**src/sv/spc_pkg.sv**
```systemverilog
// Shared types, codes and helper functions of the servo pair slew controller.
// Used by every module of the block; depends on nothing else.

package spc_pkg;

	localparam int ANG_W   = 18;
	localparam int ORG_W   = 19;
	localparam int CMD_W   = 20;
	localparam int SPEED_W = 10;
	localparam int EL_W    = 18;
	localparam int STEP_W  = EL_W + SPEED_W;
	localparam int SPAN_W  = STEP_W + 1;

	localparam int QUEUE_DEPTH = 4;
	localparam int QUEUE_AW    = 2;
	localparam int QCNT_W      = QUEUE_AW + 1;

	localparam int CFG_IDX_W  = 3;
	localparam int CFG_DATA_W = 18;

	localparam logic [CFG_IDX_W-1:0] CFG_PITCH_MIN = 3'd0;
	localparam logic [CFG_IDX_W-1:0] CFG_PITCH_MAX = 3'd1;
	localparam logic [CFG_IDX_W-1:0] CFG_YAW_MIN   = 3'd2;
	localparam logic [CFG_IDX_W-1:0] CFG_YAW_MAX   = 3'd3;
	localparam logic [CFG_IDX_W-1:0] CFG_SPEED     = 3'd4;
	localparam logic [CFG_IDX_W-1:0] CFG_PERIOD    = 3'd5;

	localparam logic [3:0] REQ_TICK        = 4'd0;
	localparam logic [3:0] REQ_SET_TARGET  = 4'd1;
	localparam logic [3:0] REQ_ENABLE      = 4'd2;
	localparam logic [3:0] REQ_DISABLE     = 4'd3;
	localparam logic [3:0] REQ_SINGLE      = 4'd4;
	localparam logic [3:0] REQ_TANDEM      = 4'd5;
	localparam logic [3:0] REQ_INDEPENDENT = 4'd6;
	localparam logic [3:0] REQ_ORIGIN_HERE = 4'd7;
	localparam logic [3:0] REQ_LOAD_ORIGIN = 4'd8;

	localparam logic [1:0] JSEL_A = 2'd0;
	localparam logic [1:0] JSEL_B = 2'd1;

	localparam logic [2:0] MODE_NONE  = 3'd0;
	localparam logic [2:0] MODE_A     = 3'd1;
	localparam logic [2:0] MODE_B     = 3'd2;
	localparam logic [2:0] MODE_PAIR  = 3'd3;
	localparam logic [2:0] MODE_INDEP = 3'd4;

	localparam logic signed [CMD_W-1:0] MAN_LIM = 20'sd90000;
	localparam logic signed [CMD_W-1:0] CMD_LIM = 20'sd270000;
	localparam logic signed [CMD_W-1:0] ORG_LIM = 20'sd180000;

	typedef enum logic [3:0] {
		KIND_TICK        = 4'd0,
		KIND_TARGET      = 4'd1,
		KIND_ENABLE      = 4'd2,
		KIND_DISABLE     = 4'd3,
		KIND_SINGLE_A    = 4'd4,
		KIND_SINGLE_B    = 4'd5,
		KIND_DISARM      = 4'd6,
		KIND_TANDEM      = 4'd7,
		KIND_INDEP       = 4'd8,
		KIND_ORIGIN_HERE = 4'd9,
		KIND_ORIGIN_LOAD = 4'd10,
		KIND_NOP         = 4'd11
	} kind_t;

	typedef struct packed {
		logic signed [ANG_W-1:0] pitch_min;
		logic signed [ANG_W-1:0] pitch_max;
		logic signed [ANG_W-1:0] yaw_min;
		logic signed [ANG_W-1:0] yaw_max;
		logic [SPEED_W-1:0]      max_speed;
		logic [SPEED_W-1:0]      period;
	} cfg_t;

	typedef struct packed {
		kind_t                   kind;
		logic [31:0]             now_ms;
		logic signed [ANG_W-1:0] tgt_p;
		logic signed [ANG_W-1:0] tgt_y;
		logic signed [ANG_W-1:0] man_a;
		logic signed [ANG_W-1:0] man_b;
		logic signed [ORG_W-1:0] org_a;
		logic signed [ORG_W-1:0] org_b;
	} qent_t;

	typedef struct packed {
		logic                    wa_valid;
		logic signed [CMD_W-1:0] wa_angle;
		logic                    wb_valid;
		logic signed [CMD_W-1:0] wb_angle;
		logic                    a_att;
		logic                    b_att;
		logic                    armed;
		logic [2:0]              mode;
		logic signed [CMD_W-1:0] last_a;
		logic signed [CMD_W-1:0] last_b;
		logic signed [ORG_W-1:0] org_a;
		logic signed [ORG_W-1:0] org_b;
	} res_t;

	function automatic logic signed [CMD_W-1:0] clamp20(
		input logic signed [CMD_W-1:0] x,
		input logic signed [CMD_W-1:0] lo,
		input logic signed [CMD_W-1:0] hi
	);
		logic signed [CMD_W-1:0] r;
		if (x < lo) begin
			r = lo;
		end else if (x > hi) begin
			r = hi;
		end else begin
			r = x;
		end
		return r;
	endfunction

	// Moves cur toward tgt by at most step; the result always lies between the two.
	function automatic logic signed [ANG_W-1:0] approach(
		input logic signed [ANG_W-1:0] cur,
		input logic signed [ANG_W-1:0] tgt,
		input logic [STEP_W-1:0]       step
	);
		logic signed [SPAN_W-1:0] d;
		logic signed [SPAN_W-1:0] st;
		logic signed [SPAN_W-1:0] up;
		logic signed [SPAN_W-1:0] dn;
		logic signed [ANG_W-1:0]  r;
		d  = SPAN_W'(tgt) - SPAN_W'(cur);
		st = $signed({1'b0, step});
		up = SPAN_W'(cur) + st;
		dn = SPAN_W'(cur) - st;
		if (d > st) begin
			r = up[ANG_W-1:0];
		end else if (d < -st) begin
			r = dn[ANG_W-1:0];
		end else begin
			r = tgt;
		end
		return r;
	endfunction

endpackage

```
**src/sv/servo_pair_slew_controller.sv**
```systemverilog
// Servo pair slew controller, top level.
// A request accepted into the queue passes through the scheduling stage, then the execution
// stage into the output register. Throughput: one request per cycle unless m_tready stalls
// the output; the four-entry queue decouples input from output.
// Reset clears all motion, origin and attachment state and loads the default limits,
// speed and update period; no clearing pass is needed.

module servo_pair_slew_controller import spc_pkg::*; (
	input  logic                  clk,
	input  logic                  arst_n,
	input  logic                  s_tvalid,
	output logic                  s_tready,
	input  logic [71:0]           s_tdata,   // now_ms, value_a, value_b
	input  logic [5:0]            s_tuser,   // req_type, joint_sel
	output logic                  m_tvalid,
	input  logic                  m_tready,
	output logic [127:0]          m_tdata,   // write_a_angle, write_b_angle, a_attached,
	                                         // b_attached, motion_enabled, drive_mode, last_a,
	                                         // last_b, origin_a_out, origin_b_out, zero pad
	output logic [1:0]            m_tuser,   // write_a_valid, write_b_valid
	input  logic                  cfg_valid,
	output logic                  cfg_ready,
	input  logic [CFG_IDX_W-1:0]  cfg_index,
	input  logic [CFG_DATA_W-1:0] cfg_data
);

	cfg_t  cfg_q;
	qent_t front_ent;
	qent_t queue_ent;
	logic  queue_valid;
	logic  back_ready;
	res_t  res;

	assign cfg_ready = 1'b1;

	always_ff @(posedge clk or negedge arst_n) begin
		if (!arst_n) begin
			cfg_q.pitch_min <= -18'sd45000;
			cfg_q.pitch_max <= 18'sd45000;
			cfg_q.yaw_min   <= -18'sd45000;
			cfg_q.yaw_max   <= 18'sd45000;
			cfg_q.max_speed <= 10'd90;
			cfg_q.period    <= 10'd20;
		end else if (cfg_valid && cfg_ready) begin
			case (cfg_index)
				CFG_PITCH_MIN: cfg_q.pitch_min <= $signed(cfg_data);
				CFG_PITCH_MAX: cfg_q.pitch_max <= $signed(cfg_data);
				CFG_YAW_MIN:   cfg_q.yaw_min   <= $signed(cfg_data);
				CFG_YAW_MAX:   cfg_q.yaw_max   <= $signed(cfg_data);
				CFG_SPEED:     cfg_q.max_speed <= cfg_data[SPEED_W-1:0];
				CFG_PERIOD:    cfg_q.period    <= cfg_data[SPEED_W-1:0];
				default:       cfg_q           <= cfg_q;
			endcase
		end
	end

	spc_front u_front (
		.req_type  (s_tuser[3:0]),
		.joint_sel (s_tuser[5:4]),
		.now_ms    (s_tdata[31:0]),
		.value_a   ($signed(s_tdata[51:32])),
		.value_b   ($signed(s_tdata[71:52])),
		.cfg       (cfg_q),
		.ent       (front_ent)
	);

	spc_queue u_queue (
		.clk        (clk),
		.arst_n     (arst_n),
		.push_valid (s_tvalid),
		.push_ready (s_tready),
		.push_data  (front_ent),
		.pop_valid  (queue_valid),
		.pop_ready  (back_ready),
		.pop_data   (queue_ent)
	);

	spc_back u_back (
		.clk       (clk),
		.arst_n    (arst_n),
		.cfg       (cfg_q),
		.in_valid  (queue_valid),
		.in_ready  (back_ready),
		.in_ent    (queue_ent),
		.out_valid (m_tvalid),
		.out_ready (m_tready),
		.out_res   (res)
	);

	assign m_tuser = {res.wb_valid, res.wa_valid};
	assign m_tdata = {4'd0, res.org_b, res.org_a, res.last_b, res.last_a, res.mode,
		res.armed, res.b_att, res.a_att, res.wb_angle, res.wa_angle};

endmodule

```
**src/sv/spc_front.sv**
```systemverilog
// Front end: classifies an incoming request and applies the clamps that depend
// only on the request and the configuration. Depends on spc_pkg.

module spc_front import spc_pkg::*; (
	input  logic [3:0]              req_type,
	input  logic [1:0]              joint_sel,
	input  logic [31:0]             now_ms,
	input  logic signed [CMD_W-1:0] value_a,
	input  logic signed [CMD_W-1:0] value_b,
	input  cfg_t                    cfg,
	output qent_t                   ent
);

	logic signed [CMD_W-1:0] tgt_p_c;
	logic signed [CMD_W-1:0] tgt_y_c;
	logic signed [CMD_W-1:0] man_a_c;
	logic signed [CMD_W-1:0] man_b_c;
	logic signed [CMD_W-1:0] org_a_c;
	logic signed [CMD_W-1:0] org_b_c;

	always_comb begin
		tgt_p_c = clamp20(value_a, CMD_W'(cfg.pitch_min), CMD_W'(cfg.pitch_max));
		tgt_y_c = clamp20(value_b, CMD_W'(cfg.yaw_min), CMD_W'(cfg.yaw_max));
		man_a_c = clamp20(value_a, -MAN_LIM, MAN_LIM);
		man_b_c = clamp20(value_b, -MAN_LIM, MAN_LIM);
		org_a_c = clamp20(value_a, -ORG_LIM, ORG_LIM);
		org_b_c = clamp20(value_b, -ORG_LIM, ORG_LIM);
	end

	always_comb begin
		ent.now_ms = now_ms;
		ent.tgt_p  = tgt_p_c[ANG_W-1:0];
		ent.tgt_y  = tgt_y_c[ANG_W-1:0];
		ent.man_a  = man_a_c[ANG_W-1:0];
		ent.man_b  = man_b_c[ANG_W-1:0];
		ent.org_a  = org_a_c[ORG_W-1:0];
		ent.org_b  = org_b_c[ORG_W-1:0];
		case (req_type)
			REQ_TICK:        ent.kind = KIND_TICK;
			REQ_SET_TARGET:  ent.kind = KIND_TARGET;
			REQ_ENABLE:      ent.kind = KIND_ENABLE;
			REQ_DISABLE:     ent.kind = KIND_DISABLE;
			REQ_SINGLE: begin
				case (joint_sel)
					JSEL_A:  ent.kind = KIND_SINGLE_A;
					JSEL_B:  ent.kind = KIND_SINGLE_B;
					default: ent.kind = KIND_DISARM;
				endcase
			end
			REQ_TANDEM:      ent.kind = KIND_TANDEM;
			REQ_INDEPENDENT: ent.kind = KIND_INDEP;
			REQ_ORIGIN_HERE: ent.kind = KIND_ORIGIN_HERE;
			REQ_LOAD_ORIGIN: ent.kind = KIND_ORIGIN_LOAD;
			default:         ent.kind = KIND_NOP;
		endcase
	end

endmodule

```
**src/sv/spc_queue.sv**
```systemverilog
// Short queue of classified requests between the front end and the back end.
// Depends on spc_pkg for the entry type and the depth.

module spc_queue import spc_pkg::*; (
	input  logic  clk,
	input  logic  arst_n,
	input  logic  push_valid,
	output logic  push_ready,
	input  qent_t push_data,
	output logic  pop_valid,
	input  logic  pop_ready,
	output qent_t pop_data
);

	localparam logic [QCNT_W-1:0] QUEUE_FULL = QCNT_W'(QUEUE_DEPTH);

	qent_t               mem_q [QUEUE_DEPTH];
	logic [QUEUE_AW-1:0] wr_ptr_q;
	logic [QUEUE_AW-1:0] rd_ptr_q;
	logic [QCNT_W-1:0]   count_q;
	logic                push;
	logic                pop;

	assign push_ready = (count_q != QUEUE_FULL);
	assign pop_valid  = (count_q != '0);
	assign pop_data   = mem_q[rd_ptr_q];
	assign push       = push_valid && push_ready;
	assign pop        = pop_valid && pop_ready;

	always_ff @(posedge clk or negedge arst_n) begin
		if (!arst_n) begin
			wr_ptr_q <= '0;
			rd_ptr_q <= '0;
			count_q  <= '0;
		end else begin
			if (push) begin
				wr_ptr_q <= wr_ptr_q + QUEUE_AW'(1);
			end
			if (pop) begin
				rd_ptr_q <= rd_ptr_q + QUEUE_AW'(1);
			end
			if (push && !pop) begin
				count_q <= count_q + QCNT_W'(1);
			end else if (pop && !push) begin
				count_q <= count_q - QCNT_W'(1);
			end
		end
	end

	always_ff @(posedge clk) begin
		if (push) begin
			mem_q[wr_ptr_q] <= push_data;
		end
	end

	a_count_bound: assert property (@(posedge clk) disable iff (!arst_n)
		count_q <= QUEUE_FULL)
		else $error("queue fill count exceeds its depth");

	a_pop_drains: assert property (@(posedge clk) disable iff (!arst_n)
		pop && !push |=> count_q == $past(count_q) - QCNT_W'(1))
		else $error("queue fill count did not drop after a pop");

endmodule

```
**src/sv/spc_back.sv**
```systemverilog
// Back end: a scheduling stage that owns arming and tick timing, then an
// execution stage that owns positions, origins and attachment and fills the
// output register. Depends on spc_pkg.

module spc_back import spc_pkg::*; (
	input  logic  clk,
	input  logic  arst_n,
	input  cfg_t  cfg,
	input  logic  in_valid,
	output logic  in_ready,
	input  qent_t in_ent,
	output logic  out_valid,
	input  logic  out_ready,
	output res_t  out_res
);

	logic adv;

	// Scheduling stage state and pipeline registers.
	logic               armed_q;
	logic [31:0]        last_tick_q;
	logic               valid_s1;
	qent_t              ent_s1;
	logic               fire_s1;
	logic               copy_s1;
	logic               armed_s1;
	logic [STEP_W-1:0]  step_s1;

	logic [31:0]        el;
	logic [EL_W-1:0]    el_sat;
	logic               fire_d;
	logic               copy_d;
	logic               armed_d;

	// Execution stage state.
	logic signed [ANG_W-1:0] cur_p_q;
	logic signed [ANG_W-1:0] cur_y_q;
	logic signed [ANG_W-1:0] tgt_p_q;
	logic signed [ANG_W-1:0] tgt_y_q;
	logic signed [ORG_W-1:0] org_a_q;
	logic signed [ORG_W-1:0] org_b_q;
	logic signed [CMD_W-1:0] man_a_q;
	logic signed [CMD_W-1:0] man_b_q;
	logic [2:0]              mode_q;
	logic                    att_a_q;
	logic                    att_b_q;
	logic                    out_valid_q;
	res_t                    out_q;

	logic signed [ANG_W-1:0] cur_p_d;
	logic signed [ANG_W-1:0] cur_y_d;
	logic signed [ANG_W-1:0] tgt_p_d;
	logic signed [ANG_W-1:0] tgt_y_d;
	logic signed [ORG_W-1:0] org_a_d;
	logic signed [ORG_W-1:0] org_b_d;
	logic signed [CMD_W-1:0] man_a_d;
	logic signed [CMD_W-1:0] man_b_d;
	logic [2:0]              mode_d;
	logic                    att_a_d;
	logic                    att_b_d;
	res_t                    res_d;

	logic signed [ANG_W-1:0] slew_p;
	logic signed [ANG_W-1:0] slew_y;
	logic signed [CMD_W-1:0] tick_a;
	logic signed [CMD_W-1:0] tick_b;
	logic signed [CMD_W-1:0] pair_a;
	logic signed [CMD_W-1:0] pair_b;
	logic signed [CMD_W-1:0] here_a;
	logic signed [CMD_W-1:0] here_b;

	assign adv       = !out_valid_q || out_ready;
	assign in_ready  = adv;
	assign out_valid = out_valid_q;
	assign out_res   = out_q;

	always_comb begin
		el      = in_ent.now_ms - last_tick_q;
		el_sat  = (|el[31:EL_W]) ? '1 : el[EL_W-1:0];
		fire_d  = 1'b0;
		copy_d  = 1'b0;
		armed_d = armed_q;
		case (in_ent.kind)
			KIND_TICK: fire_d = armed_q && (el >= 32'(cfg.period));
			KIND_TARGET: begin
				copy_d  = !armed_q;
				armed_d = 1'b1;
			end
			KIND_ENABLE: begin
				copy_d  = 1'b1;
				armed_d = 1'b1;
			end
			KIND_DISABLE, KIND_SINGLE_A, KIND_SINGLE_B, KIND_DISARM, KIND_TANDEM,
			KIND_INDEP: armed_d = 1'b0;
			default: armed_d = armed_q;
		endcase
	end

	always_ff @(posedge clk or negedge arst_n) begin
		if (!arst_n) begin
			armed_q     <= 1'b0;
			last_tick_q <= '0;
			valid_s1    <= 1'b0;
		end else if (adv) begin
			valid_s1 <= in_valid;
			if (in_valid) begin
				armed_q <= armed_d;
				if (fire_d) begin
					last_tick_q <= in_ent.now_ms;
				end
			end
		end
	end

	always_ff @(posedge clk) begin
		if (adv && in_valid) begin
			ent_s1   <= in_ent;
			fire_s1  <= fire_d;
			copy_s1  <= copy_d;
			armed_s1 <= armed_d;
			step_s1  <= STEP_W'(el_sat) * STEP_W'(cfg.max_speed);
		end
	end

	always_comb begin
		slew_p = approach(cur_p_q, tgt_p_q, step_s1);
		slew_y = approach(cur_y_q, tgt_y_q, step_s1);
		tick_a = clamp20(CMD_W'(org_a_q) + CMD_W'(slew_p), -CMD_LIM, CMD_LIM);
		tick_b = clamp20(CMD_W'(org_b_q) + CMD_W'(slew_p), -CMD_LIM, CMD_LIM);
		pair_a = clamp20(CMD_W'(org_a_q) + CMD_W'(ent_s1.man_a), -CMD_LIM, CMD_LIM);
		pair_b = clamp20(CMD_W'(org_b_q) + CMD_W'(ent_s1.man_a), -CMD_LIM, CMD_LIM);
		here_a = clamp20(man_a_q, -ORG_LIM, ORG_LIM);
		here_b = clamp20(man_b_q, -ORG_LIM, ORG_LIM);
	end

	always_comb begin
		cur_p_d = cur_p_q;
		cur_y_d = cur_y_q;
		tgt_p_d = tgt_p_q;
		tgt_y_d = tgt_y_q;
		org_a_d = org_a_q;
		org_b_d = org_b_q;
		man_a_d = man_a_q;
		man_b_d = man_b_q;
		mode_d  = mode_q;
		att_a_d = att_a_q;
		att_b_d = att_b_q;
		res_d   = '0;
		case (ent_s1.kind)
			KIND_TICK: begin
				if (fire_s1) begin
					cur_p_d        = slew_p;
					cur_y_d        = slew_y;
					res_d.wa_valid = 1'b1;
					res_d.wb_valid = 1'b1;
					res_d.wa_angle = tick_a;
					res_d.wb_angle = tick_b;
				end
			end
			KIND_TARGET: begin
				tgt_p_d = ent_s1.tgt_p;
				tgt_y_d = ent_s1.tgt_y;
				if (copy_s1) begin
					cur_p_d = ent_s1.tgt_p;
					cur_y_d = ent_s1.tgt_y;
				end
			end
			KIND_ENABLE: begin
				cur_p_d = tgt_p_q;
				cur_y_d = tgt_y_q;
			end
			KIND_DISABLE: begin
				att_a_d = 1'b0;
				att_b_d = 1'b0;
				mode_d  = MODE_NONE;
			end
			KIND_SINGLE_A: begin
				att_b_d        = 1'b0;
				res_d.wa_valid = 1'b1;
				res_d.wa_angle = CMD_W'(ent_s1.man_a);
				mode_d         = MODE_A;
				man_a_d        = CMD_W'(ent_s1.man_a);
			end
			KIND_SINGLE_B: begin
				att_a_d        = 1'b0;
				res_d.wb_valid = 1'b1;
				res_d.wb_angle = CMD_W'(ent_s1.man_a);
				mode_d         = MODE_B;
				man_a_d        = CMD_W'(ent_s1.man_a);
			end
			KIND_TANDEM: begin
				res_d.wa_valid = 1'b1;
				res_d.wb_valid = 1'b1;
				res_d.wa_angle = pair_a;
				res_d.wb_angle = pair_b;
				mode_d         = MODE_PAIR;
				man_a_d        = pair_a;
				man_b_d        = pair_b;
			end
			KIND_INDEP: begin
				res_d.wa_valid = 1'b1;
				res_d.wb_valid = 1'b1;
				res_d.wa_angle = CMD_W'(ent_s1.man_a);
				res_d.wb_angle = CMD_W'(ent_s1.man_b);
				mode_d         = MODE_INDEP;
				man_a_d        = CMD_W'(ent_s1.man_a);
				man_b_d        = CMD_W'(ent_s1.man_b);
			end
			KIND_ORIGIN_HERE: begin
				org_a_d = here_a[ORG_W-1:0];
				org_b_d = here_b[ORG_W-1:0];
			end
			KIND_ORIGIN_LOAD: begin
				org_a_d = ent_s1.org_a;
				org_b_d = ent_s1.org_b;
			end
			default: mode_d = mode_q;
		endcase
		if (res_d.wa_valid) begin
			att_a_d = 1'b1;
		end
		if (res_d.wb_valid) begin
			att_b_d = 1'b1;
		end
		res_d.a_att  = att_a_d;
		res_d.b_att  = att_b_d;
		res_d.armed  = armed_s1;
		res_d.mode   = mode_d;
		res_d.last_a = man_a_d;
		res_d.last_b = man_b_d;
		res_d.org_a  = org_a_d;
		res_d.org_b  = org_b_d;
	end

	always_ff @(posedge clk or negedge arst_n) begin
		if (!arst_n) begin
			cur_p_q     <= '0;
			cur_y_q     <= '0;
			tgt_p_q     <= '0;
			tgt_y_q     <= '0;
			org_a_q     <= '0;
			org_b_q     <= '0;
			man_a_q     <= '0;
			man_b_q     <= '0;
			mode_q      <= MODE_NONE;
			att_a_q     <= 1'b0;
			att_b_q     <= 1'b0;
			out_valid_q <= 1'b0;
		end else if (adv) begin
			out_valid_q <= valid_s1;
			if (valid_s1) begin
				cur_p_q <= cur_p_d;
				cur_y_q <= cur_y_d;
				tgt_p_q <= tgt_p_d;
				tgt_y_q <= tgt_y_d;
				org_a_q <= org_a_d;
				org_b_q <= org_b_d;
				man_a_q <= man_a_d;
				man_b_q <= man_b_d;
				mode_q  <= mode_d;
				att_a_q <= att_a_d;
				att_b_q <= att_b_d;
			end
		end
	end

	always_ff @(posedge clk) begin
		if (adv && valid_s1) begin
			out_q <= res_d;
		end
	end

	a_idle_angle_zero: assert property (@(posedge clk) disable iff (!arst_n)
		out_valid_q && !out_q.wa_valid |-> out_q.wa_angle == '0)
		else $error("servo A angle is nonzero without a command");

	a_cmd_attaches: assert property (@(posedge clk) disable iff (!arst_n)
		out_valid_q && out_q.wa_valid |-> out_q.a_att)
		else $error("servo A commanded but reported detached");

	a_single_a_mode: assert property (@(posedge clk) disable iff (!arst_n)
		out_valid_q && out_q.wa_valid && !out_q.wb_valid |->
		out_q.mode == MODE_A && !out_q.armed)
		else $error("lone servo A command outside single joint A drive");

endmodule
```
**config.mk**
```make
export PLATFORM = sky130hd
export DESIGN_NAME = servo_pair_slew_controller
export DESIGN_NICKNAME = d
export VERILOG_FILES = /design/src/sv/spc_pkg.sv /design/src/sv/servo_pair_slew_controller.sv /design/src/sv/spc_front.sv /design/src/sv/spc_queue.sv /design/src/sv/spc_back.sv
export SDC_FILE = /design/constraint.sdc
export NUM_CORES = 2
export LEC_CHECK = 0
export BUFFER_PORTS_ARGS = -buffer_cell sky130_fd_sc_hd__buf_2
export CORE_MARGIN = 5
export CORE_UTILIZATION = 55
export DETAILED_ROUTE_END_ITERATION = 7
export PLACE_DENSITY = 0.85
export SYNTH_ARGS = -nofsm -noshare
export SYNTH_HDL_FRONTEND = slang
export SYNTH_SLANG_ARGS = --single-unit
```
**constraint.sdc**
```tcl
create_clock -name clk -period 10.3 [get_ports clk]
set_input_delay 2.06 -clock clk [delete_from_list [all_inputs] [get_ports clk]]
set_output_delay 2.06 -clock clk [all_outputs]
set_load 0.005 [all_outputs]
```
==> run_results.csv <==
group,metric,value,unit
outcome,status,"finished with violations",
outcome,violations,"design-rule violations",
finish,fin_util,0.617,
place,dpl.cell_count,6047,
finish,regArea,28400,sq um
grt,antenna_found_initial,27,
synthesis,ys_top_cells_by_area,"edfxtp_1, dfrtp_1, ha_1",
critical_path,crit_cells,35,
critical_path,slowest_stage,"fa_1",
grt,grt_pass1_vias,40200,
synthesis,yosys_warnings,0,
synthesis,syn_avg_cell_area,12.0,sq um
critical_path,worstPathRequired,10.71,ns
min_path,min_path_type,"register to register",
synthesis,ys_types,94,
finish,fill_cells,7251,
finish,final_cell_count_no_fill,6259,
critical_path,endpoint,"u_back.out_res[108]",
finish,multiInputGateArea,25300,sq um
clock_network,cts_buffers,98,
synthesis,synth_top_area_cell,"edfxtp_1",
critical_path,reg2reg_slack,0.41,ns
detailed_routing,totalWireLength,159,mm
synthesis,ys_seq_area_frac,0.512,
critical_path,timing.rr.end,"u_back.out_res[108]",
grt,track_usage,0.292,
critical_path,reg2regPathDepth,35,
finish,nets,5414,
critical_path,critPathBufInv,1,
floorplanning,die_h,328,um
synthesis,synthCells,4620,
floorplanning,io_pins,237,
synthesis,ys_ff_latch,982,
flow_run,cap_violations,0,
timing,hold_viol_final,0,
critical_path,max_stage_delay,0.51,ns
timing,drv_slew,0,
synthesis,async_flop_share,0.221,
timing,final-setup-viol-count,0,
critical_path,reg2reg_from,"u_back.tgt_p_q[1]",
floorplanning,dieWidth,328,um
finish,drive_above_1_share,0.155,
detailed_routing,route.antenna.remaining_nets,0,
grt,grt-ovfl-total,0,
place,dpl.hpwl,110,mm
timing,timing.fmax,0.101,GHz
timing,worst_slew_pin_slew,1.31,ns
detailed_routing,drtPass1Iterations,8,
min_path,min_path_cells,1,
clock_network,htreeDepth,3,
synthesis,synth_top_area_frac,0.414,
detailed_routing,wl_per_cell,25.4,um
detailed_routing,drt_iter0_drc,5573,
detailed_routing,drc_errors,72,
critical_path,critPathMaxFanout,6,
synthesis,synth_most_common_cell,"edfxtp_1",
grt,grt_first_pass_wirelength,242,mm
critical_path,critical_path_arrival,10.30,ns
clock_network,path_clk_slew,0.06,ns
place,portBuffers,231,
clock_network,cts_tree,"yes",
timing,maxSlewHeadroom,0.118,
timing,min_period_over_period,0.961,
finish,area_delta_synth_final,11.5,%
floorplanning,placementRows,116,
floorplanning,start_util,0.554,
synthesis,syn_area,55500,sq um
critical_path,cp-start-kind,"register",
clock_network,clock_latency,0.73,ns
floorplanning,die-area,107000,sq um
clock_network,clock_sinks,982,
synthesis,synth-edff-count,765,
detailed_routing,routed_via_density,6.52,
critical_path,end_kind,"register",
clock_network,clk_path_buf_depth,3,
timing,period_minus_slack,9.89,ns
floorplanning,core_area,100000,sq um
critical_path,cpMostUsedCell,"o21ai_0",
synthesis,synth-main-ff-cell,"edfxtp_1",
clock_network,cts-root-buf,"clkbuf_16",
grt,grt_start_max_net_pins,104,
synthesis,synth_commonest_cells,"edfxtp_1, nand2_1, inv_1",
critical_path,critPathKind,"register to register",
detailed_routing,vias,40800,
place,place.gp.congestion,0.985,
critical_path,cp-startpoint,"u_back.tgt_p_q[1]",
timing,fin_worst_skew,0.0714,ns
critical_path,cp_top_family,"compound AO/OA/AOI/OAI gates",
## metal layers
layer | part of all wire | up-vias | routed length, um | track usage
li1 | - | 17600 | - | -
met1 | 0.37 | 19700 | 58100 | 0.384
met2 | 0.45 | 2816 | 72000 | 0.458
met3 | 0.13 | 655 | 20100 | 0.0843
met4 | 0.056 | 26 | 8880 | 0.124
met5 | 0.0013 | - | 211 | 0
## cell usage in the layout, fill, tap and decap left out, types with 31 or more instances in the layout
cell and instances:
a21o_1 82, nand2_1 403, mux4_2 128, o211ai_1 31, clkbuf_16 98, a21oi_1 207
and2_1 96, o21a_1 47, mux2_2 82, nor3_1 66, buf_2 230, ha_1 315
nand3_1 69, dfrtp_1 193, buf_4 75, mux2i_1 54, fa_1 135, a211oi_1 31
edfxtp_1 765, a22oi_1 67, xnor2_1 122, nand2b_1 53, o21ai_0 260, a31oi_1 51
nor2_1 295, nor2b_1 54, nand4_1 32, xor2_1 36, inv_1 334
## worst min path at each step
| stage | slack (ns) | from | endpoint |
|---|---|---|---|
| 2_1_floorplan | 0.40 | u_back.armed_s1 | u_back.out_res[81] |
| 3_3_place_gp | 0.48 | u_back.mode_q[2] | u_back.mode_q[2] |
| 3_5_place_dp | 0.49 | u_back.last_tick_q[30] | u_back.last_tick_q[30] |
| 4_1_cts | 0.50 | u_queue.count_q[2] | u_queue.count_q[2] |
| 5_1_grt | 0.53 | u_back.last_tick_q[22] | u_back.last_tick_q[22] |
| 6_report | 0.51 | cfg_q[9] | cfg_q[9] |
## through the flow
step	hold slack, ns	TNS (ns)	cell area [sq um]	setup slack (ns)
after floorplan	0.400	0	55500	0.0711
after global placement	0.478	0	58200	0.268
after detailed placement	0.494	0	58200	0.110
after CTS	0.504	0	61600	0.0804
after global routing	0.525	-0.0375	61800	-0.0375
final	0.505	0	61800	0.405
## registers in the layout (all words and copies together) (netlist names), 2 cells and up
name	count
u_back.man_b_q	20
u_back.man_a_q	20
cfg_q	56
u_back.ent_s1	96
u_back.last_tick_q	32
u_back.mode_q	3
u_back.tgt_p_q	18
u_queue.count_q	3
u_queue.wr_ptr_q	2
u_queue.mem_q	512
u_back.cur_p_q	18
u_back.org_b_q	19
u_back.out_res	126
u_back.org_a_q	19
u_queue.rd_ptr_q	2
u_back.step_s1	28
## cell families (layout without fill, tap and decap cells)
kind of cell | count (synthesis) | after routing | share of synthesized area
simple gates | 1217 | 1217 | 0.105
buf+inv | 508 | 830 | 0.0356
compound gates | 1035 | 1035 | 0.123
xor+xnor | 158 | 158 | 0.0249
flops | 982 | 982 | 0.512
mux | 264 | 264 | 0.0784
fa+ha+maj | 454 | 454 | 0.121
other cells | 2 | 21 | 0.000135
## final cells by class
cell class                 instances  area share
timing repair buffer             308      0.0284
sequential                       982       0.460
clock buffer                     120      0.0418
inverter                         337      0.0206
tap                             1298      0.0263
clock inverter                    65      0.0139
multi-input combinational       3133       0.408
antenna                           16    0.000648
## worst register-to-register path, delay by kind of cell, from the launching register on
kind	cells	cell delay (ns)
adders and majority gates	4	1.43
and+or+nand+nor	6	1.24
DFF	1	0.47
AOI/OAI and AO/OA	21	5.29
xor gates and xnor gates	2	0.60
buffers and inverters	1	0.19
muxes	1	0.39
## timing repair
action,4_1_cts,5_1_grt
setup buffers,0,11
resized for setup,0,24
hold buffers,0,0
setup endpoints to repair,0,38
Power is not shown: default switching activity piles up to over one toggle a cycle in this logic, so the estimate is an artifact.
